## config.mk

```make
export PLATFORM = sky130hd
export DESIGN_NAME = can_motor_feedback_decoder_core
export DESIGN_NICKNAME = d
export VERILOG_FILES = /design/src/sv/cmfd_pkg.sv /design/src/sv/cmfd_match.sv /design/src/sv/cmfd_unwrap.sv /design/src/sv/can_motor_feedback_decoder_core.sv
export SDC_FILE = /design/constraint.sdc
export NUM_CORES = 1
export LEC_CHECK = 0
export ABC_AREA = 0
export BUFFER_PORTS_ARGS = -buffer_cell sky130_fd_sc_hd__clkbuf_2
export CORE_UTILIZATION = 55
export CTS_CLUSTER_SIZE = 40
export DETAILED_ROUTE_END_ITERATION = 8
export PLACE_DENSITY_LB_ADDON = 0.05
export RECOVER_POWER = 50
export SYNTH_ARGS = -nofsm -noshare
export SYNTH_HDL_FRONTEND = slang
export SYNTH_SLANG_ARGS = --single-unit
```

## constraint.sdc

```tcl
create_clock -name clk -period 9.3 [get_ports clk]
set_input_delay 0 -clock clk [delete_from_list [all_inputs] [get_ports clk]]
set_output_delay 0 -clock clk [all_outputs]
set_load 0.005 [all_outputs]
```

## src/sv/cmfd_pkg.sv

```systemverilog
`timescale 1ns / 1ps
// ----------------------------------------------------------------------------
// cmfd_pkg
// Shared types and constants for the CAN motor feedback decoder.
// ----------------------------------------------------------------------------
package cmfd_pkg;

    // Slot layout: chassis motors first, then shooter motors
    localparam int CHASSIS_SLOTS = 6;
    localparam int SHOOT_SLOTS   = 3;
    localparam int TOTAL_SLOTS   = CHASSIS_SLOTS + SHOOT_SLOTS;
    localparam int SLOT_W        = 4;

    // Field widths
    localparam int ID_W    = 11;
    localparam int ENC_W   = 16;
    localparam int TURN_W  = 32;
    localparam int CFG_IDX_W = 3;

    // Unwrap thresholds and angle scale (counts per turn = 2^13)
    localparam logic signed [ENC_W:0] WRAP_HIGH = 17'sd4096;
    localparam logic signed [ENC_W:0] WRAP_LOW  = -17'sd4096;
    localparam int TURN_SHIFT = 13;

    // Configuration register indexes
    localparam logic [CFG_IDX_W-1:0] REG_CHASSIS_BASE = 3'd0;
    localparam logic [CFG_IDX_W-1:0] REG_FIRE_LEFT    = 3'd1;
    localparam logic [CFG_IDX_W-1:0] REG_FIRE_RIGHT   = 3'd2;
    localparam logic [CFG_IDX_W-1:0] REG_TRIGGER      = 3'd3;

    // Configuration reset values
    localparam logic [ID_W-1:0] RST_CHASSIS_BASE = 11'd513;
    localparam logic [ID_W-1:0] RST_FIRE_LEFT    = 11'd513;
    localparam logic [ID_W-1:0] RST_FIRE_RIGHT   = 11'd514;
    localparam logic [ID_W-1:0] RST_TRIGGER      = 11'd519;

    typedef struct packed {
        logic [ID_W-1:0] chassis_base_id;
        logic [ID_W-1:0] fire_left_id;
        logic [ID_W-1:0] fire_right_id;
        logic [ID_W-1:0] trigger_id;
    } cfg_t;

    typedef struct packed {
        logic              hit;
        logic [SLOT_W-1:0] slot;
    } match_t;

endpackage

```

## src/sv/cmfd_match.sv

```systemverilog
`timescale 1ns / 1ps
// ----------------------------------------------------------------------------
// cmfd_match
// Maps bus and CAN identifier to a motor slot.
// ----------------------------------------------------------------------------
module cmfd_match
    import cmfd_pkg::*;
(
    input  cfg_t            cfg,
    input  logic            bus_select,
    input  logic [ID_W-1:0] frame_id,
    output match_t          match
);

    logic [ID_W:0]   chassis_off;
    logic            chassis_hit;
    logic [ID_W-1:0] shoot_ids [3];
    logic            shoot_hit;
    logic [SLOT_W-1:0] shoot_slot;

    // Bus 0: window of consecutive identifiers from the base
    assign chassis_off = {1'b0, frame_id} - {1'b0, cfg.chassis_base_id};
    assign chassis_hit = !chassis_off[ID_W] && (chassis_off < (ID_W+1)'(CHASSIS_SLOTS));

    // Bus 1: first matching identifier wins, so scan from the back
    assign shoot_ids[0] = cfg.fire_left_id;
    assign shoot_ids[1] = cfg.fire_right_id;
    assign shoot_ids[2] = cfg.trigger_id;

    always_comb
    begin
        shoot_hit  = 1'b0;
        shoot_slot = '0;
        for (int k = SHOOT_SLOTS - 1; k >= 0; k--)
        begin
            if (frame_id == shoot_ids[k])
            begin
                shoot_hit  = 1'b1;
                shoot_slot = SLOT_W'(CHASSIS_SLOTS + k);
            end
        end
    end

    always_comb
    begin
        if (!bus_select)
        begin
            match.hit  = chassis_hit;
            match.slot = chassis_hit ? SLOT_W'(chassis_off) : '0;
        end
        else
        begin
            match.hit  = shoot_hit;
            match.slot = shoot_slot;
        end
    end

endmodule

```

## src/sv/cmfd_unwrap.sv

```systemverilog
`timescale 1ns / 1ps
// ----------------------------------------------------------------------------
// cmfd_unwrap
// Per-slot encoder history and multi-turn count, with total angle.
// ----------------------------------------------------------------------------
module cmfd_unwrap
    import cmfd_pkg::*;
(
    input  logic                     clk,
    input  logic                     rst_n,
    input  logic                     upd_en,
    input  logic [SLOT_W-1:0]        slot,
    input  logic [ENC_W-1:0]         encoder,
    output logic signed [TURN_W-1:0] turn_next,
    output logic signed [TURN_W-1:0] angle_next
);

    logic [ENC_W-1:0]  last_enc_reg [TOTAL_SLOTS];
    logic [TURN_W-1:0] turns_reg    [TOTAL_SLOTS];
    logic signed [ENC_W:0] enc_delta;
    logic [TURN_W-1:0] turn_cur;
    logic [TURN_W-1:0] turn_upd;

    // Signed difference against the last encoder of the slot
    assign enc_delta = $signed({1'b0, encoder}) - $signed({1'b0, last_enc_reg[slot]});
    assign turn_cur  = turns_reg[slot];

    always_comb
    begin
        if (enc_delta > WRAP_HIGH)
            turn_upd = turn_cur - TURN_W'(1);
        else if (enc_delta < WRAP_LOW)
            turn_upd = turn_cur + TURN_W'(1);
        else
            turn_upd = turn_cur;
    end

    assign turn_next  = $signed(turn_upd);
    assign angle_next = $signed(((turn_upd + TURN_W'(1)) << TURN_SHIFT)
                                + {{(TURN_W-ENC_W){1'b0}}, encoder});

    // Slot state write-back
    always_ff @(posedge clk or negedge rst_n)
    begin
        if (!rst_n)
        begin
            for (int i = 0; i < TOTAL_SLOTS; i++)
            begin
                last_enc_reg[i] <= '0;
                turns_reg[i]    <= '0;
            end
        end
        else if (upd_en)
        begin
            last_enc_reg[slot] <= encoder;
            turns_reg[slot]    <= turn_upd;
        end
    end

endmodule

```

## src/sv/can_motor_feedback_decoder_core.sv

```systemverilog
`timescale 1ns / 1ps
// ----------------------------------------------------------------------------
// can_motor_feedback_decoder_core
// Decodes motor feedback CAN frames and unwraps the encoder into turns.
// ----------------------------------------------------------------------------
// Usage:
//   Frame channel: a beat is taken at a clock edge where start is high and
//   busy is low; busy stays low, so a frame can be given every cycle.
//   Result channel: done is high for one cycle with the result fields; the
//   receiver cannot stall, so it must take the beat in that cycle.
//   Timing: an accepted frame passes the input register and then the result
//   register before done rises with its result. Throughput: one frame per
//   cycle, as busy stays low, set by the read-modify-write of the matched
//   slot's state.
//   Every frame gives one result; an unmatched frame gives hit low and all
//   fields zero, with no state change.
//   Configuration: cfg_valid/cfg_ready write beat with cfg_index and
//   cfg_data; cfg_ready is always high. Indexes above 3 are ignored. Write
//   only while no frame is in flight.
//   Reset: identifiers return to their defaults, encoder history and turn
//   counts of all slots clear, no result is pending.
// ----------------------------------------------------------------------------
module can_motor_feedback_decoder_core
    import cmfd_pkg::*;
(
    input  logic                     clk,
    input  logic                     rst_n,
    // Frame channel
    input  logic                     start,
    output logic                     busy,
    input  logic                     bus_select,
    input  logic [ID_W-1:0]          frame_id,
    input  logic [7:0]               byte0,
    input  logic [7:0]               byte1,
    input  logic [7:0]               byte2,
    input  logic [7:0]               byte3,
    input  logic [7:0]               byte4,
    input  logic [7:0]               byte5,
    input  logic [7:0]               byte6,
    // Result channel
    output logic                     done,
    output logic                     hit,
    output logic [SLOT_W-1:0]        slot,
    output logic [ENC_W-1:0]         encoder,
    output logic signed [15:0]       speed,
    output logic signed [15:0]       current,
    output logic [7:0]               temperature,
    output logic signed [TURN_W-1:0] turn_count,
    output logic signed [TURN_W-1:0] multiturn_angle,
    // Configuration channel
    input  logic                     cfg_valid,
    output logic                     cfg_ready,
    input  logic [CFG_IDX_W-1:0]     cfg_index,
    input  logic [ID_W-1:0]          cfg_data
);

    cfg_t cfg_reg;

    logic            in_valid_reg;
    logic            bus_reg;
    logic [ID_W-1:0] id_reg;
    logic [7:0]      bytes_reg [7];

    match_t          match;
    logic [ENC_W-1:0] enc_dec;
    logic signed [TURN_W-1:0] turn_next;
    logic signed [TURN_W-1:0] angle_next;
    logic            upd_en;

    logic                     done_reg;
    logic                     hit_reg;
    logic [SLOT_W-1:0]        slot_reg;
    logic [ENC_W-1:0]         enc_reg;
    logic [15:0]              speed_reg;
    logic [15:0]              current_reg;
    logic [7:0]               temp_reg;
    logic [TURN_W-1:0]        turn_reg;
    logic [TURN_W-1:0]        angle_reg;

    assign busy      = 1'b0;
    assign cfg_ready = 1'b1;

    // Configuration registers
    always_ff @(posedge clk or negedge rst_n)
    begin
        if (!rst_n)
        begin
            cfg_reg.chassis_base_id <= RST_CHASSIS_BASE;
            cfg_reg.fire_left_id    <= RST_FIRE_LEFT;
            cfg_reg.fire_right_id   <= RST_FIRE_RIGHT;
            cfg_reg.trigger_id      <= RST_TRIGGER;
        end
        else if (cfg_valid && cfg_ready)
        begin
            unique case (cfg_index)
                REG_CHASSIS_BASE: cfg_reg.chassis_base_id <= cfg_data;
                REG_FIRE_LEFT:    cfg_reg.fire_left_id    <= cfg_data;
                REG_FIRE_RIGHT:   cfg_reg.fire_right_id   <= cfg_data;
                REG_TRIGGER:      cfg_reg.trigger_id      <= cfg_data;
                default:          ;
            endcase
        end
    end

    // Input register
    always_ff @(posedge clk or negedge rst_n)
    begin
        if (!rst_n)
            in_valid_reg <= 1'b0;
        else
            in_valid_reg <= start && !busy;
    end

    always_ff @(posedge clk)
    begin
        if (start && !busy)
        begin
            bus_reg      <= bus_select;
            id_reg       <= frame_id;
            bytes_reg[0] <= byte0;
            bytes_reg[1] <= byte1;
            bytes_reg[2] <= byte2;
            bytes_reg[3] <= byte3;
            bytes_reg[4] <= byte4;
            bytes_reg[5] <= byte5;
            bytes_reg[6] <= byte6;
        end
    end

    // Slot lookup
    cmfd_match u_match
    (
        .cfg        (cfg_reg),
        .bus_select (bus_reg),
        .frame_id   (id_reg),
        .match      (match)
    );

    // Big-endian encoder, state update on a matched beat
    assign enc_dec = {bytes_reg[0], bytes_reg[1]};
    assign upd_en  = in_valid_reg && match.hit;

    cmfd_unwrap u_unwrap
    (
        .clk        (clk),
        .rst_n      (rst_n),
        .upd_en     (upd_en),
        .slot       (match.slot),
        .encoder    (enc_dec),
        .turn_next  (turn_next),
        .angle_next (angle_next)
    );

    // Result register; unmatched frames give all-zero fields
    always_ff @(posedge clk or negedge rst_n)
    begin
        if (!rst_n)
            done_reg <= 1'b0;
        else
            done_reg <= in_valid_reg;
    end

    always_ff @(posedge clk)
    begin
        if (in_valid_reg)
        begin
            hit_reg <= match.hit;
            if (match.hit)
            begin
                slot_reg    <= match.slot;
                enc_reg     <= enc_dec;
                speed_reg   <= {bytes_reg[2], bytes_reg[3]};
                current_reg <= {bytes_reg[4], bytes_reg[5]};
                temp_reg    <= bytes_reg[6];
                turn_reg    <= turn_next;
                angle_reg   <= angle_next;
            end
            else
            begin
                slot_reg    <= '0;
                enc_reg     <= '0;
                speed_reg   <= '0;
                current_reg <= '0;
                temp_reg    <= '0;
                turn_reg    <= '0;
                angle_reg   <= '0;
            end
        end
    end

    assign done            = done_reg;
    assign hit             = hit_reg;
    assign slot            = slot_reg;
    assign encoder         = enc_reg;
    assign speed           = $signed(speed_reg);
    assign current         = $signed(current_reg);
    assign temperature     = temp_reg;
    assign turn_count      = $signed(turn_reg);
    assign multiturn_angle = $signed(angle_reg);

endmodule

```

# Yosys cells after proc, flatten, opt, wreduce, memory -nomap -nowiden
# Memory sizes are Yosys's and may differ from the RTL's. A register that Yosys moved wholly into a read port is not among the register bits.
# Index checks and enable logic that the tools add are counted.
[word_totals]
reg_bits = 575
mem_bits_rw = 56
inputBits = 86
output_inout_bits = 128
word_cells = 88
mem_count = 1
[classes]
n_addsub = 6
magnitude_cmp = 5
n_eq_ne = 6
n_mux = 24
bitwise_logic = 1
reduce_logical = 14
[mem_list]
columns = ["name", "words", "word_bits", "read_ports", "rd_clocked_by_memory_dff", "wr", "line", "rtl"]
rows = [
  ["bytes_reg", 7, 8, 7, 5, 7, "can_motor_feedback_decoder_core.sv:62", "logic [7:0] bytes_reg [7];"],
]
[ops]
columns = ["operator", "n"]
rows = [
  ["288-bit bitwise mux", 1],
  ["32-bit two-way mux", 5],
  ["144-bit bitwise mux", 1],
  ["32-bit binary-select mux with 4-bit select", 1],
  ["32-bit demux with 4-bit select", 1],
  ["16-bit binary-select mux with 4-bit select", 1],
  ["16-bit demux with 4-bit select", 1],
  ["16-bit two-way mux", 3],
  ["11-bit == test", 3],
  ["32-bit by 1-bit adder with 32-bit output, second input constant", 1],
  ["32-bit by 16-bit adder with 32-bit output", 1],
  ["32-bit by 1-bit subtractor with 32-bit output, second input constant", 1],
  ["19-bit by 1-bit adder with 19-bit output, second input constant", 1],
  ["17-bit by 14-bit greater-than comparator with 1-bit output, second input constant", 1],
  ["17-bit by 13-bit less-than comparator with 1-bit output, second input constant", 1],
  ["16-bit by 16-bit subtractor with 17-bit output", 1],
  ["4-bit two-way mux", 4],
  ["12-bit by 3-bit less-than comparator with 1-bit output, second input constant", 1],
  ["11-bit by 11-bit subtractor with 12-bit output", 1],
  ["2-bit AND reduction", 4],
  ["3-bit by 2-bit == test with 1-bit output, second input constant", 2],
  ["1-bit zero test", 6],
  ["5-bit greater-or-equal comparator, second input constant", 1],
  ["5-bit by 1-bit less-than comparator with 1-bit output, second input constant", 1],
  ["6 further kinds", 12],
]

# Longest topological paths before layout
# Gate-level depths: netlist of run 1.
[depth]
ltp_word = 15
ltp_mapped = 44
ltp_nobuf = 39

# Modules after synthesis
# Synthesis of run 1 repeated with hierarchy kept, for this count alone.
[hier_totals]
hier_cells = 2846
hier_area_um2 = 31761.7
[modules_own_cells]
columns = ["mod", "n_inst", "cells_each", "area_each_um2", "seq_area_each_um2"]
rows = [
  ["cmfd_unwrap", 1, 2264, 22176.3, 10810.4],
  ["can_motor_feedback_decoder_core", 1, 433, 8479.4, 6959.2],
  ["cmfd_match", 1, 149, 1106.1, 0.0],
]

# Least setup slack after synthesis of run 1
# No wires, ideal clock.
[synth_path]
path_type = "register -> register"
from = "register id_reg[0]"
to = "register angle_reg[31] (netlist: multiturn_angle[31]) (data pin)"
setup_time_ns = 0.147
arrival_ns = 9.786
required_time_ns = 9.153
path_slack_ns = -0.633
path_stages_with_launch = 42
path_buffers = 7
period_less_slack_ns = 9.933
path_cell_list = "edfxtp_1 > inv_1 > ha_1 > inv_1 > fa_1 > a211oi_2 > o211ai_1 > a2111o_1 > o211ai_1 > or4b_4 > o21ai_2 > buf_2 > buf_2 > and2_1 > buf_2 > buf_1 > buf_1 > buf_1 > (+6 left out) > nand3_1 > mux2i_1 > a2111o_1 > o41a_1 > o32ai_1 > o211ai_1 > o31a_1 > clkbuf_1 > inv_1 > ha_1 > nand2b_1 > or3_1 > nor4b_4 > nand3_1 > or3_1 > a2111o_1 > or4_1 > a21oi_1"
[synth_between]
elab_chain_len = 15
word_cells_on_any_way = 31
classes_between = "add/sub: 6; order compare: 3; eq/ne: 3; mux: 16; bitwise: 1; reduce/logical: 2"
[synth_lines]
columns = ["item", "line", "rtl"]
rows = [
  ["start, declared", "can_motor_feedback_decoder_core.sv:61", "logic [ID_W-1:0] id_reg;"],
  ["start signal, assigned", "can_motor_feedback_decoder_core.sv:119", "id_reg <= frame_id;"],
  ["11-bit by 11-bit subtractor with 12-bit output or 11-bit == test (tied branches)", "cmfd_match.sv:22, cmfd_match.sv:36", ""],
  ["12-bit by 3-bit less-than comparator with 1-bit output (tied with other cells)", "cmfd_match.sv:23", "assign chassis_hit = !chassis_off[ID_W] && (chassis_off < (ID_W+1)'(CHASSIS_SLOTS));"],
  ["1-bit logical AND or 4-bit two-way mux (tied branches)", "cmfd_match.sv:23, cmfd_match.sv:36", ""],
  ["4-bit two-way mux, on equally long branches", "cmfd_match.sv:49, cmfd_match.sv:36", ""],
  ["5-bit two-way mux (*)", "cmfd_match.sv:46", "if (!bus_select)"],
  ["4-bit NOT with 5-bit output (not written as such) (*)", "cmfd_unwrap.sv:25, cmfd_unwrap.sv:26", ""],
  ["16-bit binary-select mux with 4-bit select", "cmfd_unwrap.sv:25", "assign enc_delta = $signed({1'b0, encoder}) - $signed({1'b0, last_enc_reg[slot]});"],
  ["16-bit two-way mux (not written as such) (2 in series)", "cmfd_unwrap.sv:25", ""],
  ["16-bit by 16-bit subtractor with 17-bit output", "cmfd_unwrap.sv:25", ""],
  ["17-bit by 13-bit less-than comparator with 1-bit output", "cmfd_unwrap.sv:32", "else if (enc_delta < WRAP_LOW)"],
  ["32-bit two-way mux", "cmfd_unwrap.sv:32", ""],
  ["32-bit two-way mux (*)", "cmfd_unwrap.sv:30", "if (enc_delta > WRAP_HIGH)"],
  ["named net turn_next[1]", "can_motor_feedback_decoder_core.sv:66", "logic signed [TURN_W-1:0] turn_next;"],
  ["19-bit by 1-bit adder with 19-bit output (*)", "cmfd_unwrap.sv:39", "assign angle_next = $signed(((turn_upd + TURN_W'(1)) << TURN_SHIFT)"],
  ["32-bit by 16-bit adder with 32-bit output (*)", "cmfd_unwrap.sv:40", "+ {{(TURN_W-ENC_W){1'b0}}, encoder});"],
  ["end signal, assigned", "can_motor_feedback_decoder_core.sv:176", "angle_reg <= angle_next;"],
  ["end, declared", "can_motor_feedback_decoder_core.sv:78", "logic [TURN_W-1:0] angle_reg;"],
]
# The timed path passes the listed nets; every way through them passes the cells marked *. The select of a mux whose other input is x is not followed.
# A chain may end at the register's enable or synchronous reset.

# Worst setup path after layout of run 1
[layout_path]
from = "register cfg_reg[33] in the netlist's numbering"
to = "register angle_reg[31] (netlist: multiturn_angle[31]) (data pin)"
[layout_between]
elab_chain_len = 15
word_cells_on_any_way = 22
classes_between = "add/sub: 6; order compare: 3; mux: 10; bitwise: 1; reduce/logical: 2"
[layout_lines]
columns = ["item", "line", "rtl"]
rows = [
  ["start, declared", "can_motor_feedback_decoder_core.sv:57", "cfg_t cfg_reg;"],
  ["11-bit by 11-bit subtractor with 12-bit output (*)", "cmfd_match.sv:22", "assign chassis_off = {1'b0, frame_id} - {1'b0, cfg.chassis_base_id};"],
  ["12-bit by 3-bit less-than comparator with 1-bit output or 1-bit zero test (tied branches)", "cmfd_match.sv:23", ""],
  ["1-bit logical AND", "cmfd_match.sv:23", ""],
  ["4-bit two-way mux (*)", "cmfd_match.sv:49", "match.slot = chassis_hit ? SLOT_W'(chassis_off) : '0;"],
  ["5-bit two-way mux (*)", "cmfd_match.sv:46", ""],
  ["4-bit NOT with 5-bit output (not written as such) (*)", "cmfd_unwrap.sv:25, cmfd_unwrap.sv:26", ""],
  ["16-bit binary-select mux with 4-bit select", "cmfd_unwrap.sv:25", ""],
  ["16-bit two-way mux (not written as such) (2 in series)", "cmfd_unwrap.sv:25", ""],
  ["16-bit by 16-bit subtractor with 17-bit output", "cmfd_unwrap.sv:25", ""],
  ["17-bit by 13-bit less-than comparator with 1-bit output", "cmfd_unwrap.sv:32", ""],
  ["32-bit two-way mux", "cmfd_unwrap.sv:32", ""],
  ["32-bit two-way mux (*)", "cmfd_unwrap.sv:30", ""],
  ["named net turn_next[0]", "can_motor_feedback_decoder_core.sv:66", ""],
  ["19-bit by 1-bit adder with 19-bit output (*)", "cmfd_unwrap.sv:39", ""],
  ["32-bit by 16-bit adder with 32-bit output (*)", "cmfd_unwrap.sv:40", ""],
]
# Marked as above.

==> impl_metrics.sql, run 1 <==
INSERT INTO impl_metrics (metric_group, metric, value, unit) VALUES
('setup_path', 'regToRegStartpoint', 'cfg_reg[33]', ''),
('drt', 'via_count', '23700', ''),
('power', 'peak_ir_drop_on_the_vdd_network', '0.170', 'mV'),
('clock_network', 'numClockSinks', '658', ''),
('flow_run', 'drv_cap', '6', ''),
('power', 'power.switching', '3.10', 'mW'),
('timing', 'max_freq', '110', 'MHz'),
('timing', 'worst_clock_skew_on_the_final_layout', '0.0256', 'ns'),
('drt', 'postRouteWirelength', '87700', 'um'),
('run_status', 'failed_checks', 'capacitance limit, slew limit', ''),
('timing', 'final.hold.worst_slack', '0.0900', 'ns'),
('synthesis', 'synth_area', '30800', 'um2'),
('drt', 'drt_pass1_iterations', '6', ''),
('clock_network', 'clock_tree.htree_level_count', '3', ''),
('drt', 'post_drt_via_cell_ratio', '6.02', ''),
('synthesis', 'post-synth-top-area-cell', 'sky130_fd_sc_hd__dfrtp_1', ''),
('placed_design', 'pre_cts_slack', '-0.0708', 'ns'),
('power', 'leakage', '15.4', 'nW'),
('grt', 'grt_util_all_layers', '0.309', ''),
('cells_and_area', 'final-seq-area', '17400', 'um2'),
('timing', 'share_of_the_cycle_needed_by_the_critical_path_after_routing', '0.975', ''),
('setup_path', 'start_kind', 'flop', ''),
('power', 'clock_power_share', '0.306', ''),
('power', 'power_frac_seq', '0.383', ''),
('grt', 'globalRoute.totalOverflow', '0', ''),
('placed_design', 'placement.io_buffers', '211', ''),
('cells_and_area', 'final_cells', '3934', ''),
('drt', 'drcViolationCount', '0', ''),
('timing', 'worst_slew_margin_rel', '-3.41', ''),
('timing', 'setup_viol', '0', ''),
('synthesis', 'synth.yosys.warnings', '0', ''),
('setup_path', 'worst_setup_path_start', 'cfg_reg[33]', ''),
('drt', 'average_wire_per_cell_in_the_routed_design', '22.3', 'um'),
('synthesis', 'avgSynthCellArea', '10.9', 'um2'),
('synthesis', 'async_reset_ff_frac', '0.726', ''),
('hold_path', 'hold_path_startpoint', 'byte2[7]', ''),
('timing', 'setup_tns', '0', 'ns'),
('placed_design', 'dp_hpwl', '56700', 'um'),
('cells_and_area', 'layout_filler_cell_count', '4399', ''),
('power', 'swShare', '0.338', ''),
('setup_path', 'cpPeakStageDelay', '0.57', 'ns'),
('synthesis', 'synth_seq_area_share', '0.565', ''),
('clock_network', 'clkTransAtPathRegs', '0.06', 'ns'),
('timing', 'period_needed', '9.06', 'ns'),
('clock_network', 'cts_max_path_buffers', '3', ''),
('clock_network', 'numCtsBuffers', '71', ''),
('power', 'p_comb_frac', '0.311', ''),
('power', 'internal_power_contribution', '6.07', 'mW'),
('placed_design', 'place.detailed.instances', '3687', ''),
('synthesis', 'synthDominantCellAreaShare', '0.381', ''),
('placed_design', 'place_congestion', '0.922', ''),
('setup_path', 'crit_path_top_delay_cell', 'sky130_fd_sc_hd__dfstp_2', ''),
('grt', 'grt_first_pass_wirelength', '135000', 'um'),
('timing', 'rsz_0062_raised_after_global_routing', 'yes', ''),
('timing', 'slew_viol_final', '444', ''),
('drt', 'final_antenna_net_count', '0', ''),
('setup_path', 'critPathKind', 'reg -> reg', ''),
('grt', 'grt_start_max_net_pins', '122', ''),
('setup_path', 'crit_arrival', '9.52', 'ns'),
('cells_and_area', 'layout_common_cells', 'sky130_fd_sc_hd__dfrtp_1 (468), sky130_fd_sc_hd__nand2_1 (410), sky130_fd_sc_hd__o21ai_0 (354), sky130_fd_sc_hd__edfxtp_1 (180), sky130_fd_sc_hd__mux2_2 (176)', ''),
('timing', 'hold_violations', '0', ''),
('die', 'initial_util', '0.557', ''),
('synthesis', 'synth_nets', '2937', ''),
('die', 'floorplan.die_area', '56900', 'um2'),
('hold_path', 'hold_class', 'in -> reg', ''),
('synthesis', 'post_synth_num_cell_types', '106', ''),
('setup_path', 'cp-end-kind', 'flop', ''),
('cells_and_area', 'largest_reg_flops', '288', ''),
('cells_and_area', 'area_delta_synth_final', '18.8', '%'),
('run_status', 'outcome', 'complete, but fails checks', ''),
('synthesis', 'synth_flop_cell', 'sky130_fd_sc_hd__dfrtp_1', '');
==> area by class of cell <==
type                       instances  area share
tap                              748      0.0256
clock inverter                    29     0.00774
timing repair buffer             446      0.0811
sequential                       658       0.476
inverter                          45     0.00462
multi-input combinational       1906       0.350
clock buffer                     102      0.0551
==> layer usage <==
layer,global-route usage,part of all wire,vias up
met5,0,0,-
met4,0.0907,0.023,0
met3,0.0538,0.070,152
met2,0.490,0.47,834
met1,0.437,0.44,11900
li1,-,-,10800
==> worst max-delay path, delay by kind of cell (launching register included) <==
| kind | cells | cell delay [ns] |
|---|---|---|
| buffers and inverters | 4 | 0.39 |
| DFF | 1 | 0.57 |
| adders and majority gates | 4 | 1.03 |
| and+or+nand+nor | 12 | 3.14 |
| AOI/OAI and AO/OA | 12 | 3.45 |
| xor gates and xnor gates | 2 | 0.27 |
==> power by group through the flow <==
stage	clock, mW	sequential, mW	combinational [mW]
6_report	2.80	3.51	2.85
5_1_grt	2.96	3.55	3.09
4_1_cts	2.84	3.50	2.67
3_5_place_dp	0	3.56	2.61
3_3_place_gp	0	3.54	2.58
2_1_floorplan	0	3.50	1.72
==> Yosys cell counts, drive strengths merged (21+ instances only) <==
| master | n |
|---|---|
| xnor2 | 73 |
| nor2 | 92 |
| a221oi | 36 |
| o22ai | 47 |
| mux2 | 177 |
| ha | 33 |
| edfxtp | 180 |
| nand3 | 40 |
| nand2 | 415 |
| xor2 | 26 |
| inv | 45 |
| nor3 | 30 |
| or3 | 21 |
| buf | 50 |
| and2 | 76 |
| dfrtp | 468 |
| a21oi | 83 |
| a22o | 36 |
| a22oi | 29 |
| clkbuf | 156 |
| o21ai | 369 |
==> timing repair <==
item / CTS / global route
endpoints found under the hold margin: 255 / 0
hold buffers: 98 / 0
buffers inserted: 1 / 17
resized for setup: 1 / 72
endpoints found under the setup margin: 1 / 49
gates cloned: 0 / 0
pin swaps: 1 / 40
==> logic make-up (layout without fill, tap and decap cells) <==
family	Yosys count	count (layout)	share of synthesized area
AND/OR/NAND/NOR	792	792	0.122
flip-flops	658	658	0.565
buffers and inverters	251	622	0.0335
XOR/XNOR	99	99	0.0284
other	2	2	0.000244
multiplexers	193	193	0.0708
adder cells (fa/ha/maj)	37	37	0.0157
AO/OA/AOI/OAI	783	783	0.164
==> metrics by stage <==
| stage | utilization | power [mW] | cell area, um2 |
|---|---|---|---|
| floorplan | - | 5.23 | 30800 |
| global placement | 0.597 | 6.12 | 32900 |
| detailed placement | 0.597 | 6.17 | 32900 |
| CTS | 0.656 | 9.01 | 36200 |
| global route | 0.662 | 9.60 | 36500 |
| finish | 0.662 | 9.17 | 36500 |
==> final timing paths <==
check | endpoint | slack [ns] | depth (start not counted)
worst max-delay path | multiturn_angle[31] | 0.24 | 34
min in group asynchronous | cfg_reg[24] | 2.35 | 2
worst min-delay path | bytes_reg[2][7] | 0.09 | 2
worst max register to register | multiturn_angle[31] | 0.24 | 34
worst min register to register | u_unwrap.turns_reg[103] | 0.48 | 2
max in group asynchronous | u_unwrap.turns_reg[135] | 2.09 | 4
No activity file was read; power rests on OpenSTA's default activity.
==> inputs of run 2 (changes only) <==
- CORE_UTILIZATION: 55 -> 61
- clock period: 9.3 -> 8.49 ns (I/O delays scaled with it)
==> impl_metrics.sql, run 2 (synthesis gave the netlist of run 1 again) <==
INSERT INTO impl_metrics (metric_group, metric, value, unit) VALUES
('placed_design', 'place_congestion', '0.940', ''),
('cells_and_area', 'post_route_cells_drive_above_1_share', '0.259', ''),
('setup_path', 'crit_arrival', '9.28', 'ns'),
('setup_path', 'timing.critical_path.mode_cell', 'sky130_fd_sc_hd__buf_4', ''),
('clock_network', 'cts-root-buf', 'sky130_fd_sc_hd__clkbuf_16', ''),
('flow_run', 'drv_cap', '4', ''),
('setup_path', 'start_kind', 'flop', ''),
('grt', 'first_global_vias', '25500', ''),
('cells_and_area', 'largest_reg_flops', '288', ''),
('clock_network', 'clkTransAtPathRegs', '0.06', 'ns'),
('clock_network', 'clock_tree_from_tritoncts', 'yes', ''),
('hold_path', 'hold_class', 'in -> reg', ''),
('grt', 'global_route.peak_usage_layer', 'met2', ''),
('die', 'floorplan.die_area', '51300', 'um2'),
('cells_and_area', 'final-seq-area', '17400', 'um2'),
('setup_path', 'critPathRequiredTime', '8.95', 'ns'),
('die', 'initial_util', '0.623', ''),
('timing', 'tightest_slew', '6.38', 'ns'),
('timing', 'rsz_0062_raised_after_global_routing', 'yes', ''),
('drt', 'initialDrtViolationCount', '2517', ''),
('timing', 'final.hold.worst_slack', '0.0833', 'ns'),
('grt', 'grt_start_max_net_pins', '168', ''),
('timing', 'worst_slew_margin_rel', '-3.26', ''),
('timing', 'period_needed', '8.82', 'ns'),
('setup_path', 'cp-end-kind', 'flop', ''),
('cells_and_area', 'multi_input_logic_area', '13300', 'um2'),
('grt', 'globalRoute.totalOverflow', '0', ''),
('timing', 'slew_viol_final', '334', ''),
('cells_and_area', 'final_net_count', '3442', ''),
('grt', 'groute.layer.met2.usage', '0.592', ''),
('placed_design', 'placement.io_buffers', '211', ''),
('hold_path', 'hold_path_startpoint', 'byte1[1]', ''),
('cells_and_area', 'layout_filler_cell_count', '3216', ''),
('grt', 'grt_util_all_layers', '0.370', ''),
('drt', 'drcViolationCount', '0', ''),
('setup_path', 'worst_setup_path_start', 'cfg_reg[33]', ''),
('drt', 'post_drt_via_cell_ratio', '6.26', ''),
('clock_network', 'clock_tree.htree_level_count', '3', ''),
('die', 'top_level_ports', '214', ''),
('timing', 'hold_violations', '0', ''),
('run_status', 'outcome', 'complete, but fails checks', ''),
('power', 'peak_ir_drop_on_the_vdd_network', '0.311', 'mV'),
('die', 'core_area', '49400', 'um2'),
('power', 'cellPowerDensity', '281', 'nW/um2'),
('setup_path', 'critPathKind', 'reg -> reg', ''),
('grt', 'grt_first_pass_wirelength', '144000', 'um'),
('grt', 'number_of_antenna_violations_at_the_first_check_in_global_routing', '1', ''),
('cells_and_area', 'layout_common_cells', 'sky130_fd_sc_hd__dfrtp_1 (468), sky130_fd_sc_hd__nand2_1 (407), sky130_fd_sc_hd__o21ai_0 (341), sky130_fd_sc_hd__buf_4 (295), sky130_fd_sc_hd__edfxtp_1 (180)', ''),
('timing', 'share_of_the_cycle_needed_by_the_critical_path_after_routing', '1.04', ''),
('drt', 'postRouteWirelength', '94700', 'um'),
('clock_network', 'numClockSinks', '658', ''),
('clock_network', 'cts_max_path_buffers', '3', ''),
('clock_network', 'worstSkewPairLatency', '0.64', 'ns'),
('die', 'floorplan.die.height', '227', 'um'),
('timing', 'setup_viol', '8', ''),
('setup_path', 'cpPeakStageDelay', '0.55', 'ns'),
('run_status', 'failed_checks', 'capacitance limit, slew limit, setup timing', ''),
('placed_design', 'dp_hpwl', '57400', 'um'),
('timing', 'timing.final.ws_setup', '-0.333', 'ns'),
('timing', 'worst_clock_skew_on_the_final_layout', '0.0382', 'ns'),
('grt', 'met1_usage_grt', '0.499', ''),
('cells_and_area', 'layout_commonest_cell', 'sky130_fd_sc_hd__dfrtp_1', ''),
('setup_path', 'critical_path_peak_fanout', '8', ''),
('die', 'die_w', '227', 'um'),
('cells_and_area', 'area_delta_synth_final', '25.1', '%'),
('grt', 'groute.layer.met3.usage', '0.0688', ''),
('power', 'leakage', '16.4', 'nW'),
('drt', 'via_count', '25300', ''),
('drt', 'final_antenna_net_count', '0', ''),
('setup_path', 'regToRegStartpoint', 'cfg_reg[33]', ''),
('cells_and_area', 'layout.core_utilization', '0.780', ''),
('drt', 'average_wire_per_cell_in_the_routed_design', '23.4', 'um'),
('die', 'rows', '81', ''),
('setup_path', 'regToRegSetupSlack', '-0.33', 'ns'),
('drt', 'drt_pass1_iterations', '6', ''),
('timing', 'max_freq', '113', 'MHz'),
('setup_path', 'crit_path_top_delay_cell', 'sky130_fd_sc_hd__dfstp_2', ''),
('clock_network', 'numCtsBuffers', '69', '');
## run 2: power by group
group          leakage, nW  internal, mW  total, mW  switching [mW]
sequential            8.28          3.64       3.87           0.232
clock                 1.10          1.76       3.07            1.31
combinational         7.03          1.74       3.90            2.15
total                 16.4          7.14       10.8            3.69
## run 2: critical path, delay by kind of cell (launching register included)
| kind | cells | cell delay (ns) |
|---|---|---|
| simple gates | 10 | 3.10 |
| flops | 1 | 0.55 |
| xor+xnor | 1 | 0.19 |
| buf+inv | 5 | 0.66 |
| compound gates | 13 | 3.30 |
| fa+ha+maj | 3 | 0.83 |
## run 2: area by class of cell
type / instances / area share
antenna: 1 / 0.0000650
clock buffer: 102 / 0.0515
timing repair buffer: 639 / 0.118
clock inverter: 23 / 0.00751
inverter: 45 / 0.00445
sequential: 658 / 0.451
multi-input combinational: 1907 / 0.345
tap: 664 / 0.0216
## run 2: metal layers
layer,part of all wire,vias to the layer above,routed length (um)
li1,-,11200,-
met1,0.40,12600,38200
met2,0.48,1258,45500
met3,0.076,235,7230
met4,0.040,0,3740
met5,0,-,0
## run 2: final timing paths
path,to,depth (start not counted)
setup / recovery,multiturn_angle[31],32
hold / removal,bytes_reg[1][1],2
setup reg to reg,multiturn_angle[31],32
hold reg to reg,u_unwrap.turns_reg[129],2
max in group asynchronous,u_unwrap.turns_reg[93],4
min in group asynchronous,u_unwrap.turns_reg[133],2
## run 2: timing repair
| item | 4_1_cts | 5_1_grt |
|---|---|---|
| pin swaps | 33 | 47 |
| setup buffers | 12 | 21 |
| hold buffers | 103 | 0 |
| gates cloned | 2 | 1 |
| hold endpoints to repair | 227 | 0 |
| setup endpoints to repair | 43 | 101 |
| gates resized for setup | 45 | 102 |
## run 2: through the flow
stage	std cells	cell area, um2	worst slack [ns]	TNS (ns)	total power, mW
after floorplan	2815	31000	-0.593	-1.75	5.85
after global placement	3777	34400	-0.358	-1.48	7.20
after detailed placement	3777	34400	-0.562	-3.53	7.28
after CTS	4018	38000	-0.261	-0.549	10.5
after global routing	4039	38500	-0.690	-20.58	11.3
final	4039	38500	-0.333	-1.32	10.8
